## config.mk

```make
export PLATFORM = sky130hd
export DESIGN_NAME = le_advertiser_scheduler_flat
export DESIGN_NICKNAME = d
export VERILOG_FILES = /design/src/leas_pkg.sv /design/src/leas_in_if.sv /design/src/leas_out_if.sv /design/src/le_advertiser_scheduler.sv /design/src/leas_cfg.sv /design/src/leas_core.sv /design/src/flat_wrapper.sv
export SDC_FILE = /design/constraint.sdc
export NUM_CORES = 1
export LEC_CHECK = 0
export BUFFER_PORTS_ARGS = -buffer_cell sky130_fd_sc_hd__buf_2
export CAP_MARGIN = 20
export CORE_MARGIN = 2
export CORE_UTILIZATION = 60
export CTS_CLUSTER_SIZE = 8
export DETAILED_ROUTE_END_ITERATION = 7
export GPL_TIMING_DRIVEN = 0
export PLACE_DENSITY = 0.92
export SKIP_LAST_GASP = 1
export SYNTH_ARGS = -nofsm -noshare
export SYNTH_HDL_FRONTEND = slang
export SYNTH_HIERARCHICAL = 1
export SYNTH_SLANG_ARGS = --single-unit
```

## constraint.sdc

```tcl
create_clock -name i_clk -period 14.57 [get_ports i_clk]
set_input_delay 1.457 -clock i_clk [delete_from_list [all_inputs] [get_ports i_clk]]
set_output_delay 1.457 -clock i_clk [all_outputs]
set_load 0.01 [all_outputs]
```

## src/leas_pkg.sv

```systemverilog
`default_nettype none

package leas_pkg;

    localparam int CFG_IDX_W = 3;
    localparam int CFG_DATA_W = 48;

    localparam logic [CFG_IDX_W-1:0] CFG_OWN_ADDRESS      = 3'd0;
    localparam logic [CFG_IDX_W-1:0] CFG_OWN_ADDRESS_TYPE = 3'd1;
    localparam logic [CFG_IDX_W-1:0] CFG_REMOTE_ADDRESS   = 3'd2;
    localparam logic [CFG_IDX_W-1:0] CFG_ADV_KIND         = 3'd3;
    localparam logic [CFG_IDX_W-1:0] CFG_SCAN_FILTER      = 3'd4;
    localparam logic [CFG_IDX_W-1:0] CFG_INTERVAL_MS      = 3'd5;

    localparam logic [2:0] OP_TICK        = 3'd0;
    localparam logic [2:0] OP_LEGACY_EN   = 3'd1;
    localparam logic [2:0] OP_EXTENDED_EN = 3'd2;
    localparam logic [2:0] OP_DISABLE     = 3'd3;
    localparam logic [2:0] OP_SCAN_REQ    = 3'd4;

    localparam logic [2:0] KIND_ADV_IND         = 3'd0;
    localparam logic [2:0] KIND_ADV_DIRECT_IND  = 3'd1;
    localparam logic [2:0] KIND_SCAN_RESPONSE   = 3'd4;

    localparam logic [1:0] RK_ADVERTISEMENT = 2'd0;
    localparam logic [1:0] RK_ADV_TIMEOUT   = 2'd1;
    localparam logic [1:0] RK_SET_TERM      = 2'd2;
    localparam logic [1:0] RK_SCAN_RESPONSE = 2'd3;

    localparam logic [1:0] FILTER_ACCEPT_ALL = 2'd0;
    localparam logic [1:0] FILTER_INITIATOR  = 2'd1;
    localparam logic [1:0] FILTER_LIST_ONLY  = 2'd2;

    localparam logic [19:0] DIRECTED_DEFAULT_MS = 20'd10000;
    localparam logic [7:0]  COUNT_MAX           = 8'd255;

    typedef struct packed {
        logic [47:0] own_address;
        logic [1:0]  own_address_type;
        logic [47:0] remote_address;
        logic [2:0]  adv_kind;
        logic [1:0]  scan_filter;
        logic [31:0] interval_ms;
    } t_cfg;

    typedef struct packed {
        logic [2:0]  operation;
        logic [31:0] now_ms;
        logic [7:0]  set_handle;
        logic [19:0] duration_ms;
        logic [47:0] scanned_address;
        logic [47:0] scanner_address;
    } t_in_item;

    typedef struct packed {
        logic [1:0]  result_kind;
        logic [47:0] source_address;
        logic [47:0] target_address;
        logic [1:0]  source_address_type;
        logic [2:0]  packet_kind;
        logic [7:0]  term_handle;
        logic [7:0]  event_count;
    } t_out_item;

endpackage

`default_nettype wire

```

## src/leas_in_if.sv

```systemverilog
`default_nettype none

interface leas_in_if;
    logic        valid;
    logic        ready;
    logic [2:0]  operation;
    logic [31:0] now_ms;
    logic [7:0]  set_handle;
    logic [19:0] duration_ms;
    logic [47:0] scanned_address;
    logic [47:0] scanner_address;

    modport source (
        output valid, operation, now_ms, set_handle, duration_ms,
               scanned_address, scanner_address,
        input  ready
    );

    modport sink (
        input  valid, operation, now_ms, set_handle, duration_ms,
               scanned_address, scanner_address,
        output ready
    );
endinterface

`default_nettype wire

```

## src/leas_out_if.sv

```systemverilog
`default_nettype none

interface leas_out_if;
    logic        valid;
    logic        ready;
    logic [1:0]  result_kind;
    logic [47:0] source_address;
    logic [47:0] target_address;
    logic [1:0]  source_address_type;
    logic [2:0]  packet_kind;
    logic [7:0]  term_handle;
    logic [7:0]  event_count;

    modport source (
        output valid, result_kind, source_address, target_address,
               source_address_type, packet_kind, term_handle, event_count,
        input  ready
    );

    modport sink (
        input  valid, result_kind, source_address, target_address,
               source_address_type, packet_kind, term_handle, event_count,
        output ready
    );
endinterface

`default_nettype wire

```

## src/le_advertiser_scheduler.sv

```systemverilog
// One BLE advertiser. Operations (tick, legacy or extended enable, disable,
// scan request) enter on i_in, one beat per cycle at full rate; each beat is
// registered, decided combinationally against the advertiser state and the
// configuration, and any result (advertisement, advertising timeout, set
// terminated, scan response) lands in an output register, so a result is
// offered on o_out from the cycle after its beat leaves the input register.
// The rate holds while o_out is taken; while a result waits on o_out one more
// beat can enter the input register, after which i_in.ready stays low until
// the result is taken. Configuration is written via i_cfg_we/i_cfg_index/
// i_cfg_data; the user must do so while no beat is in flight (not enforced).
`default_nettype none

module le_advertiser_scheduler (
    input  wire logic                            i_clk,
    input  wire logic                            i_rst_n,
    input  wire logic                            i_cfg_we,
    input  wire logic [leas_pkg::CFG_IDX_W-1:0]  i_cfg_index,
    input  wire logic [leas_pkg::CFG_DATA_W-1:0] i_cfg_data,
    leas_in_if.sink                              i_in,
    leas_out_if.source                           o_out
);
    import leas_pkg::*;

    t_cfg      w_cfg;
    t_in_item  r_in;
    logic      r_in_valid;
    t_out_item r_out;
    logic      r_out_valid;
    logic      w_fire;
    logic      w_accept;
    logic      w_res_valid;
    t_out_item w_res;

    leas_cfg u_cfg (
        .i_clk       (i_clk),
        .i_rst_n     (i_rst_n),
        .i_cfg_we    (i_cfg_we),
        .i_cfg_index (i_cfg_index),
        .i_cfg_data  (i_cfg_data),
        .o_cfg       (w_cfg)
    );

    leas_core u_core (
        .i_clk       (i_clk),
        .i_rst_n     (i_rst_n),
        .i_cfg       (w_cfg),
        .i_item      (r_in),
        .i_fire      (w_fire),
        .o_res_valid (w_res_valid),
        .o_res       (w_res)
    );

    assign w_fire   = r_in_valid && (!r_out_valid || o_out.ready);
    assign w_accept = i_in.valid && i_in.ready;
    assign i_in.ready = !r_in_valid || w_fire;

    always_ff @(posedge i_clk) begin
        if (!i_rst_n) begin
            r_in_valid <= 1'b0;
        end else if (w_accept) begin
            r_in_valid <= 1'b1;
        end else if (w_fire) begin
            r_in_valid <= 1'b0;
        end
    end

    always_ff @(posedge i_clk) begin
        if (w_accept) begin
            r_in.operation       <= i_in.operation;
            r_in.now_ms          <= i_in.now_ms;
            r_in.set_handle      <= i_in.set_handle;
            r_in.duration_ms     <= i_in.duration_ms;
            r_in.scanned_address <= i_in.scanned_address;
            r_in.scanner_address <= i_in.scanner_address;
        end
    end

    always_ff @(posedge i_clk) begin
        if (!i_rst_n) begin
            r_out_valid <= 1'b0;
        end else if (w_fire) begin
            r_out_valid <= w_res_valid;
        end else if (o_out.ready) begin
            r_out_valid <= 1'b0;
        end
    end

    always_ff @(posedge i_clk) begin
        if (w_fire && w_res_valid) begin
            r_out <= w_res;
        end
    end

    assign o_out.valid               = r_out_valid;
    assign o_out.result_kind         = r_out.result_kind;
    assign o_out.source_address      = r_out.source_address;
    assign o_out.target_address      = r_out.target_address;
    assign o_out.source_address_type = r_out.source_address_type;
    assign o_out.packet_kind         = r_out.packet_kind;
    assign o_out.term_handle         = r_out.term_handle;
    assign o_out.event_count         = r_out.event_count;

endmodule

`default_nettype wire

```

## src/leas_cfg.sv

```systemverilog
`default_nettype none

module leas_cfg (
    input  wire logic                           i_clk,
    input  wire logic                           i_rst_n,
    input  wire logic                           i_cfg_we,
    input  wire logic [leas_pkg::CFG_IDX_W-1:0] i_cfg_index,
    input  wire logic [leas_pkg::CFG_DATA_W-1:0] i_cfg_data,
    output leas_pkg::t_cfg                      o_cfg
);
    import leas_pkg::*;

    t_cfg r_cfg;

    always_ff @(posedge i_clk) begin
        if (!i_rst_n) begin
            r_cfg <= '0;
        end else if (i_cfg_we) begin
            case (i_cfg_index)
                CFG_OWN_ADDRESS:      r_cfg.own_address      <= i_cfg_data[47:0];
                CFG_OWN_ADDRESS_TYPE: r_cfg.own_address_type <= i_cfg_data[1:0];
                CFG_REMOTE_ADDRESS:   r_cfg.remote_address   <= i_cfg_data[47:0];
                CFG_ADV_KIND:         r_cfg.adv_kind         <= i_cfg_data[2:0];
                CFG_SCAN_FILTER:      r_cfg.scan_filter      <= i_cfg_data[1:0];
                CFG_INTERVAL_MS:      r_cfg.interval_ms      <= i_cfg_data[31:0];
                default: begin
                end
            endcase
        end
    end

    assign o_cfg = r_cfg;

endmodule

`default_nettype wire

```

## src/leas_core.sv

```systemverilog
`default_nettype none

module leas_core (
    input  wire logic               i_clk,
    input  wire logic               i_rst_n,
    input  wire leas_pkg::t_cfg     i_cfg,
    input  wire leas_pkg::t_in_item i_item,
    input  wire logic               i_fire,
    output logic                    o_res_valid,
    output leas_pkg::t_out_item     o_res
);
    import leas_pkg::*;

    logic        r_enabled, n_enabled;
    logic        r_extended, n_extended;
    logic        r_armed, n_armed;
    logic [7:0]  r_count, n_count;
    logic [7:0]  r_handle, n_handle;
    logic [31:0] r_end_time, n_end_time;
    logic [31:0] r_last_time, n_last_time;

    logic [2:0]  w_kind;
    logic        w_directed;
    logic        w_reached;
    logic        w_interval_ok;
    logic        w_scan_ok;
    logic [19:0] w_dur;
    logic [31:0] w_since_end;
    logic [31:0] w_since_last;

    always_comb begin
        // reserved kinds advertise as ADV_IND
        w_kind = (i_cfg.adv_kind > KIND_SCAN_RESPONSE) ? KIND_ADV_IND : i_cfg.adv_kind;
        w_directed = (w_kind == KIND_ADV_DIRECT_IND) || (w_kind == KIND_SCAN_RESPONSE);
        w_since_end = i_item.now_ms - r_end_time;
        w_since_last = i_item.now_ms - r_last_time;
        w_reached = !w_since_end[31];
        w_interval_ok = w_since_last >= i_cfg.interval_ms;
        w_dur = (i_item.duration_ms == '0 && w_directed) ? DIRECTED_DEFAULT_MS
                                                           : i_item.duration_ms;
        w_scan_ok = r_enabled && (i_item.scanned_address == i_cfg.own_address)
                    && (i_cfg.scan_filter == FILTER_ACCEPT_ALL
                        || (i_cfg.scan_filter == FILTER_INITIATOR
                            && i_item.scanner_address == i_cfg.remote_address));
    end

    always_comb begin
        n_enabled   = r_enabled;
        n_extended  = r_extended;
        n_armed     = r_armed;
        n_count     = r_count;
        n_handle    = r_handle;
        n_end_time  = r_end_time;
        n_last_time = r_last_time;
        o_res_valid = 1'b0;
        o_res       = '0;

        case (i_item.operation)
            OP_TICK: begin
                if (r_enabled) begin
                    if (w_directed && (!r_armed || w_reached)) begin
                        n_enabled = 1'b0;
                        o_res_valid = 1'b1;
                        o_res.result_kind = RK_ADV_TIMEOUT;
                    end else if (r_extended && r_armed && w_reached) begin
                        n_enabled = 1'b0;
                        o_res_valid = 1'b1;
                        o_res.result_kind = RK_SET_TERM;
                        o_res.term_handle = r_handle;
                        o_res.event_count = r_count;
                    end else if (w_interval_ok) begin
                        n_last_time = i_item.now_ms;
                        if (r_count != COUNT_MAX) begin
                            n_count = r_count + 8'd1;
                        end
                        o_res_valid = 1'b1;
                        o_res.result_kind = RK_ADVERTISEMENT;
                        o_res.source_address = i_cfg.own_address;
                        o_res.target_address = i_cfg.remote_address;
                        o_res.source_address_type = i_cfg.own_address_type;
                        o_res.packet_kind = w_kind;
                    end
                end
            end
            OP_LEGACY_EN, OP_EXTENDED_EN: begin
                // a tick at the enable time advertises, but a directed legacy one times out
                n_enabled   = 1'b1;
                n_count     = '0;
                n_last_time = i_item.now_ms - i_cfg.interval_ms;
                n_end_time  = i_item.now_ms - i_cfg.interval_ms;
                if (i_item.operation == OP_LEGACY_EN) begin
                    n_extended = 1'b0;
                    n_armed    = 1'b0;
                end else begin
                    n_extended = 1'b1;
                    n_handle   = i_item.set_handle;
                    n_armed    = (w_dur != '0);
                    if (w_dur != '0) begin
                        n_end_time = i_item.now_ms + {12'd0, w_dur};
                    end
                end
            end
            OP_DISABLE: begin
                n_enabled = 1'b0;
            end
            OP_SCAN_REQ: begin
                if (w_scan_ok) begin
                    o_res_valid = 1'b1;
                    o_res.result_kind = RK_SCAN_RESPONSE;
                    o_res.source_address = i_cfg.own_address;
                    o_res.target_address = i_cfg.remote_address;
                    o_res.source_address_type = i_cfg.own_address_type;
                    o_res.packet_kind = KIND_SCAN_RESPONSE;
                end
            end
            default: begin
            end
        endcase
    end

    always_ff @(posedge i_clk) begin
        if (!i_rst_n) begin
            r_enabled   <= 1'b0;
            r_extended  <= 1'b0;
            r_armed     <= 1'b0;
            r_count     <= '0;
            r_handle    <= '0;
            r_end_time  <= '0;
            r_last_time <= '0;
        end else if (i_fire) begin
            r_enabled   <= n_enabled;
            r_extended  <= n_extended;
            r_armed     <= n_armed;
            r_count     <= n_count;
            r_handle    <= n_handle;
            r_end_time  <= n_end_time;
            r_last_time <= n_last_time;
        end
    end

    // a timeout or set-terminated report always leaves the advertiser off
    a_timeout_disables: assert property (@(posedge i_clk) disable iff (!i_rst_n)
        i_fire && o_res_valid && (o_res.result_kind == RK_ADV_TIMEOUT
                                  || o_res.result_kind == RK_SET_TERM)
        |=> !r_enabled)
        else $error("advertiser still enabled after timeout");

    // count only moves up on a tick, and never wraps
    a_count_monotonic: assert property (@(posedge i_clk) disable iff (!i_rst_n)
        i_fire && i_item.operation == OP_TICK |=> r_count >= $past(r_count))
        else $error("event count went down on a tick");

    // results come only from an enabled advertiser
    a_result_needs_enable: assert property (@(posedge i_clk) disable iff (!i_rst_n)
        o_res_valid |-> r_enabled)
        else $error("result while disabled");

    // an advertisement stamps the last event time
    a_adv_stamps_time: assert property (@(posedge i_clk) disable iff (!i_rst_n)
        i_fire && o_res_valid && o_res.result_kind == RK_ADVERTISEMENT
        |=> r_last_time == $past(i_item.now_ms))
        else $error("last event time not updated");

endmodule

`default_nettype wire

```

## src/flat_wrapper.sv

```systemverilog
// flat-port wrapper written by rule: the top's interface ports become plain ports
module le_advertiser_scheduler_flat import leas_pkg::*;
  (i_clk, i_rst_n, i_cfg_we, i_cfg_index, i_cfg_data, i_in_valid, i_in_operation, i_in_now_ms, i_in_set_handle, i_in_duration_ms, i_in_scanned_address, i_in_scanner_address, i_in_ready, o_out_valid, o_out_result_kind, o_out_source_address, o_out_target_address, o_out_source_address_type, o_out_packet_kind, o_out_term_handle, o_out_event_count, o_out_ready);
  leas_in_if i_in_i ();
  leas_out_if o_out_i ();
  input  wire logic i_clk;
  input  wire logic i_rst_n;
  input  wire logic i_cfg_we;
  input  wire logic [leas_pkg::CFG_IDX_W-1:0] i_cfg_index;
  input  wire logic [leas_pkg::CFG_DATA_W-1:0] i_cfg_data;
  input wire logic [$bits(i_in_i.valid)-1:0] i_in_valid;
  input wire logic [$bits(i_in_i.operation)-1:0] i_in_operation;
  input wire logic [$bits(i_in_i.now_ms)-1:0] i_in_now_ms;
  input wire logic [$bits(i_in_i.set_handle)-1:0] i_in_set_handle;
  input wire logic [$bits(i_in_i.duration_ms)-1:0] i_in_duration_ms;
  input wire logic [$bits(i_in_i.scanned_address)-1:0] i_in_scanned_address;
  input wire logic [$bits(i_in_i.scanner_address)-1:0] i_in_scanner_address;
  output wire logic [$bits(i_in_i.ready)-1:0] i_in_ready;
  output wire logic [$bits(o_out_i.valid)-1:0] o_out_valid;
  output wire logic [$bits(o_out_i.result_kind)-1:0] o_out_result_kind;
  output wire logic [$bits(o_out_i.source_address)-1:0] o_out_source_address;
  output wire logic [$bits(o_out_i.target_address)-1:0] o_out_target_address;
  output wire logic [$bits(o_out_i.source_address_type)-1:0] o_out_source_address_type;
  output wire logic [$bits(o_out_i.packet_kind)-1:0] o_out_packet_kind;
  output wire logic [$bits(o_out_i.term_handle)-1:0] o_out_term_handle;
  output wire logic [$bits(o_out_i.event_count)-1:0] o_out_event_count;
  input wire logic [$bits(o_out_i.ready)-1:0] o_out_ready;
  assign i_in_i.valid = i_in_valid;
  assign i_in_i.operation = i_in_operation;
  assign i_in_i.now_ms = i_in_now_ms;
  assign i_in_i.set_handle = i_in_set_handle;
  assign i_in_i.duration_ms = i_in_duration_ms;
  assign i_in_i.scanned_address = i_in_scanned_address;
  assign i_in_i.scanner_address = i_in_scanner_address;
  assign i_in_ready = i_in_i.ready;
  assign o_out_valid = o_out_i.valid;
  assign o_out_result_kind = o_out_i.result_kind;
  assign o_out_source_address = o_out_i.source_address;
  assign o_out_target_address = o_out_i.target_address;
  assign o_out_source_address_type = o_out_i.source_address_type;
  assign o_out_packet_kind = o_out_i.packet_kind;
  assign o_out_term_handle = o_out_i.term_handle;
  assign o_out_event_count = o_out_i.event_count;
  assign o_out_i.ready = o_out_ready;
  le_advertiser_scheduler u_core (.i_clk(i_clk), .i_rst_n(i_rst_n), .i_cfg_we(i_cfg_we), .i_cfg_index(i_cfg_index), .i_cfg_data(i_cfg_data), .i_in(i_in_i), .o_out(o_out_i));
endmodule
```

==> impl_metrics.json, run 1 <==
{
  "pwr-share-seq": 0.436,
  "drt_wl_total_um": 82800,
  "syn_inst": 2409,
  "postRouteAntennaNets": 0,
  "grt_pass1_wl_um": 123000,
  "final_common_cell": "buf_2",
  "grt_use_total": 0.369,
  "die_w_um": 210,
  "power_mw": 3.58,
  "num_vias": 21510,
  "worstPathRequired_ns": 14.86,
  "drt_pass1_iterations": 6,
  "synth-main-ff-cell": "edfxtp_1",
  "worstPathArrival_ns": 7.15,
  "worst_pin_slew_ns": 1.03,
  "synthesis.area_um2": 25400,
  "cts_root_buf": "clkbuf_16",
  "grt_start_max_net_pins": 34,
  "clkPwrFrac": 0.438,
  "p_comb_frac": 0.125,
  "die_h_um": 210,
  "drt-vias-per-instance": 6.25,
  "drtIter0Drc": 2652,
  "tns_ns": 0,
  "synth_area_leaders": "edfxtp_1 (33%), dfxtp_1 (17%), ha_1 (7.1%)",
  "hold_buffers": 0,
  "synth.distinct_cells": 93,
  "crit_type": "flip-flop to flip-flop",
  "powerDensity_nw_per_um2": 119,
  "switching_share": 0.264,
  "final_period_minus_worst_setup_slack_ns": 6.86,
  "clock_path_buffers": 3,
  "finClkSkew_ns": 0.0254,
  "start_kind": "flip-flop",
  "final_layout_size_suffix_gt1_frac": 0.178,
  "post_cts_resized": 0,
  "grt_overflow": 0,
  "status": "completed",
  "synth_edf_count": 278,
  "avgRoutedWirePerCell_um": 24.1,
  "tritoncts": "built",
  "finalSetupViolCount": 0,
  "yosysTopAreaCell": "edfxtp_1",
  "async_flop_share": 0,
  "hpwlAfterDp_um": 60300,
  "port_buffers": 335,
  "min_period_over_period": 0.471,
  "coreArea_um2": 41900,
  "post-cts-setup-buffers": 0,
  "start_util": 0.607,
  "num-nets-final": 3192,
  "yosys_warnings": 6,
  "hold_viol": 0,
  "die-area_um2": 44000,
  "crit_fanout": 30,
  "synth_top_area_frac": 0.329,
  "synth_seq_cells": 498,
  "area_growth_syn_to_layout_pct": 18.8,
  "num_rows": 75,
  "p_leak_nw": 11.7,
  "final_cell_mix": "buf_2 (342), nand2_1 (338), edfxtp_1 (278)",
  "drv_slew": 0,
  "grt_setup_unrepaired": "no",
  "critPathCaptureType": "flip-flop",
  "p_sw_mw": 0.945,
  "drc": 0,
  "power.internal_mw": 2.64,
  "finalWeightedCongestion": 0.960,
  "cts_buffers": 72,
  "antenna_found_initial": 17,
  "fmax_ghz": 0.146,
  "clock_latency_ns": 0.61,
  "ys_seq_area_frac": 0.502,
  "cap_violations": 0,
  "ios": 336,
  "syn_nets": 2772,
  "cts_sinks": 498,
  "grt_pass1_vias": 21228,
  "syn_area_per_cell_um2": 10.5,
  "cts_htree_levels": 3,
  "clk_pin_slew_worst_paths_ns": 0.05,
  "relSlewSlack": 0.311,
  "hold_path_class": "flip-flop to flip-flop",
  "power.ir.vdd_worst_mv": 0.0925
}
-- metal layers --
layer | up-vias | part of all wire | routed length, µm | track usage
li1 | 9471 | - | - | -
met1 | 10169 | 0.37 | 30800 | 0.469
met2 | 1530 | 0.46 | 38200 | 0.587
met3 | 340 | 0.12 | 9630 | 0.0946
met4 | 0 | 0.051 | 4210 | 0.186
met5 | - | 0 | 0 | 0
-- through the flow --
step                std cells  utilization  hold slack (ns)  setup slack [ns]  cell area (µm²)
finish                   3439        0.721            0.452              7.71            30200
global route             3437        0.721            0.487              7.25            30200
CTS                      3423        0.720            0.452              7.80            30100
detailed placement       3294        0.670            0.445              7.92            28000
global placement         3283        0.663            0.438              1.50            27700
floorplan                2409            -            0.430              4.89            25400
-- power groups by stage --
stage | sequential, mW | combinational (mW) | clock (mW)
final | 1.56 | 0.450 | 1.57
after global routing | 1.56 | 0.486 | 1.63
after CTS | 1.56 | 0.435 | 1.58
after detailed placement | 1.59 | 0.428 | 0
after global placement | 1.60 | 0.406 | 0
after floorplan | 1.58 | 0.289 | 0
-- logic make-up after synthesis --
group                      after synthesis  synth area share
AOI/OAI and AO/OA                      452             0.123
xor gates and xnor gates               168            0.0585
adders and majority gates              148            0.0738
buffers and inverters                  229            0.0400
DFF                                    498             0.502
muxes                                  140            0.0554
and+or+nand+nor                        774             0.147
-- worst paths after layout --
check	from	end	slack, ns	cells past startpoint
max	u_core/r_in[125]$_DFFE_PP_	u_core/o_out.source_address[5]$_DFFE_PP_	7.71	23
min	u_core/u_core/r_handle[3]$_SDFFE_PN0P_	u_core/u_core/r_handle[3]$_SDFFE_PN0P_	0.45	2
max reg2reg	u_core/r_in[125]$_DFFE_PP_	u_core/o_out.source_address[5]$_DFFE_PP_	7.71	23
min reg2reg	u_core/u_core/r_handle[3]$_SDFFE_PN0P_	u_core/u_core/r_handle[3]$_SDFFE_PN0P_	0.45	2
-- state kept, by name, indices dropped and copies added (netlist names), 3 cells and up --
name,cells
u_core/o_out.packet_kind,3
u_core/u_core/r_handle,8
u_core/u_core/r_last_time,32
u_core/o_out.source_address,48
u_core/o_out.term_handle,8
u_core/r_in,159
u_core/o_out.event_count,8
u_core/u_cfg/o_cfg,135
u_core/u_core/r_end_time,32
u_core/o_out.target_address,48
u_core/u_core/r_count,8
-- cells in the mapped netlist, types with 32 or more instances --
master	n
and2_1	123
a211oi_1	33
nand2_1	338
o21ai_0	69
ha_1	145
mux2i_1	138
dfxtp_1	220
xnor2_1	67
nand3_1	37
xor2_1	100
clkbuf_1	75
inv_1	121
a21o_1	43
edfxtp_1	278
a21oi_1	131
nor4_1	32
nor2_1	114
-- final cells by class --
class | count | area (µm²)
well taps | 539 | 674
clock buffers | 123 | 2000
plain buffers | 107 | 557
clock inverters | 6 | 92.6
repair buffers | 346 | 1950
multi-input cells | 1682 | 11600
flip-flops and latches | 498 | 12800
diodes | 16 | 40.0
inverters | 122 | 458
fillers | 2808 | 11700
-- critical path: stages, from the launching register on --
cell and delay [ns]:
edfxtp_1 0.59, ha_1 0.37, nor2b_1 0.15, o31ai_2 0.35, a211oi_1 0.27, a211oi_2 0.41
nor4_1 0.13, or3_1 0.41, a221o_1 0.33, a21oi_1 0.19, xnor2_1 0.09, ha_1 0.30
nand4_1 0.09, nor2_1 0.15, nand2_1 0.13, a2111oi_0 0.51, a211oi_2 0.26, nor2b_1 0.19
o21ai_0 0.26, nand2_1 0.17, nor2_4 0.43, buf_12 0.28, buf_16 0.22, buf_12 0.23
Note: power is estimated with default switching activity, not from simulation.
==> inputs of run 2 (changes only) <==
--- a/config.mk
+++ b/config.mk
@@ -8,11 +8,11 @@
 export BUFFER_PORTS_ARGS = -buffer_cell sky130_fd_sc_hd__buf_2
 export CAP_MARGIN = 20
 export CORE_MARGIN = 2
-export CORE_UTILIZATION = 60
+export CORE_UTILIZATION = 58
 export CTS_CLUSTER_SIZE = 8
 export DETAILED_ROUTE_END_ITERATION = 7
 export GPL_TIMING_DRIVEN = 0
-export PLACE_DENSITY = 0.92
+export PLACE_DENSITY = 0.9
 export SKIP_LAST_GASP = 1
 export SYNTH_ARGS = -nofsm -noshare
 export SYNTH_HDL_FRONTEND = slang
==> constraint.sdc (replaced) <==
create_clock -name i_clk -period 6.6 [get_ports i_clk]
set_input_delay 0.66 -clock i_clk [delete_from_list [all_inputs] [get_ports i_clk]]
set_output_delay 0.66 -clock i_clk [all_outputs]
set_load 0.01 [all_outputs]
==> run 2 against run 1 <==
  * Combinational power increased by 120%
  * Die area rose by 3.4%
  * Final area is 0.23% higher
  * Largest power group unchanged
  * Sequential cell count is the same
  * Clock power increased by 120%
  * Register-to-register slack worse by 7.4 ns
  * Total power is 120% higher
==> impl_metrics.json, run 2 (synthesis gave the netlist of run 1 again) <==
{
  "coreArea_um2": 43200,
  "die_h_um": 213,
  "final_period_minus_worst_setup_slack_ns": 6.31,
  "grt_overflow": 0,
  "clk_pin_slew_worst_paths_ns": 0.05,
  "port_buffers": 335,
  "place_area_um2": 28000,
  "drt_wl_total_um": 81800,
  "pwr-share-seq": 0.435,
  "fill_cells": 3031,
  "drc": 0,
  "clock_path_buffers": 3,
  "die-area_um2": 45500,
  "grt_pass1_vias": 21085,
  "ios": 336,
  "hpwlAfterDp_um": 60200,
  "worstPathArrival_ns": 6.60,
  "dp.cells": 3339,
  "fmax_ghz": 0.158,
  "antenna_found_initial": 16,
  "num-nets-final": 3192,
  "final_layout_size_suffix_gt1_frac": 0.179,
  "cts_buffers": 72,
  "clkPwrFrac": 0.440,
  "tritoncts": "built",
  "min_period_over_period": 0.956,
  "critPathCaptureType": "flip-flop",
  "p_comb_frac": 0.125,
  "finClkSkew_ns": 0.0226,
  "drtIter0Drc": 2696,
  "powerDensity_nw_per_um2": 262,
  "drv_slew": 0,
  "grt_start_max_net_pins": 34,
  "postRouteAntennaNets": 0,
  "crit_fanout": 28,
  "power.ir.vdd_worst_mv": 0.214,
  "start_kind": "flip-flop",
  "num_vias": 21511,
  "drt-vias-per-instance": 6.18,
  "crit_slowest_cell": "edfxtp_1",
  "final_common_cell": "buf_2",
  "max_stage_delay_ns": 0.48,
  "relSlewSlack": 0.310,
  "finalSetupViolCount": 0,
  "worstPathRequired_ns": 6.89,
  "power.internal_mw": 5.83,
  "final_cell_mix": "buf_2 (342), nand2_1 (338), edfxtp_1 (278)",
  "path_delay_family": "compound AO/OA/AOI/OAI gates",
  "finalWeightedCongestion": 0.971,
  "rrSetupSlack_ns": 0.29,
  "cts_sinks": 498,
  "hold_path_class": "primary input to flip-flop",
  "die_w_um": 213,
  "hold_viol": 0,
  "final_cells": 3482,
  "multi_input_area_um2": 11600,
  "avgRoutedWirePerCell_um": 23.5,
  "drt_pass1_iterations": 6,
  "status": "completed",
  "start_util": 0.588,
  "clock_latency_ns": 0.61,
  "crit_buf_inv": 4,
  "num_rows": 76,
  "area_growth_syn_to_layout_pct": 19.1,
  "switching_share": 0.264,
  "p_leak_nw": 11.7,
  "crit_type": "flip-flop to flip-flop",
  "top_register": "u_core/r_in",
  "p_sw_mw": 2.09,
  "largest_register_ffs": 159,
  "grt_use_total": 0.353,
  "regArea_um2": 12800,
  "cts_root_buf": "clkbuf_16",
  "final_area_um2": 30200,
  "grt_setup_unrepaired": "no",
  "cap_violations": 0,
  "grt_pass1_wl_um": 121000,
  "cts_htree_levels": 3,
  "worst_pin_slew_ns": 1.03
}
-- run 2: through the flow --
stage	util	power [mW]	hold WS [ns]	TNS, ns	setup slack, ns
2_1_floorplan	-	4.12	0.430	0	0.283
3_3_place_gp	0.644	4.41	0.438	-313.59	-1.53
3_5_place_dp	0.650	4.45	0.442	0	0.0238
4_1_cts	0.699	7.91	0.205	0	0.186
5_1_grt	0.700	8.16	0.215	0	0.0255
6_report	0.700	7.93	0.219	0	0.288
-- run 2: metal layers --
layer | GRT usage | vias up | part of all wire
met5 | 0 | - | 0.00016
met4 | 0.166 | 2 | 0.046
met3 | 0.0780 | 288 | 0.11
met2 | 0.567 | 1451 | 0.46
met1 | 0.457 | 10308 | 0.38
li1 | - | 9462 | -
-- run 2: power groups by stage --
stage,logic (mW),clock network [mW],registers (mW)
2_1_floorplan,0.639,0,3.48
3_3_place_gp,0.900,0,3.51
3_5_place_dp,0.943,0,3.51
4_1_cts,0.957,3.50,3.45
5_1_grt,1.07,3.64,3.45
6_report,0.988,3.49,3.45
-- run 2: path summary, 6_finish.rpt --
| kind | startpoint | to | depth (start not counted) |
|---|---|---|---|
| worst max-delay path | u_core/r_in[124]$_DFFE_PP_ | u_core/o_out.source_address[1]$_DFFE_PP_ | 25 |
| worst min-delay path | i_in_scanned_address[32] | u_core/r_in[80]$_DFFE_PP_ | 1 |
| worst max register to register | u_core/r_in[124]$_DFFE_PP_ | u_core/o_out.source_address[1]$_DFFE_PP_ | 25 |
| worst min register to register | u_core/u_core/r_handle[0]$_SDFFE_PN0P_ | u_core/u_core/r_handle[0]$_SDFFE_PN0P_ | 2 |
-- run 2: repair_timing --
item	4_1_cts	5_1_grt
setup buffers	1	0
resized for setup	0	2
cloned	0	0
endpoints found under the setup margin	58	106
pin swaps	1	0
hold buffers	0	0
-- run 2: area by class of cell --
cell class | count | area share
diodes | 15 | 0.00124
multi-input cells | 1682 | 0.385
repair buffers | 346 | 0.0633
well taps | 585 | 0.0242
clock buffers | 120 | 0.0662
clock inverters | 7 | 0.00451
inverters | 122 | 0.0151
plain buffers | 107 | 0.0184
flip-flops and latches | 498 | 0.422
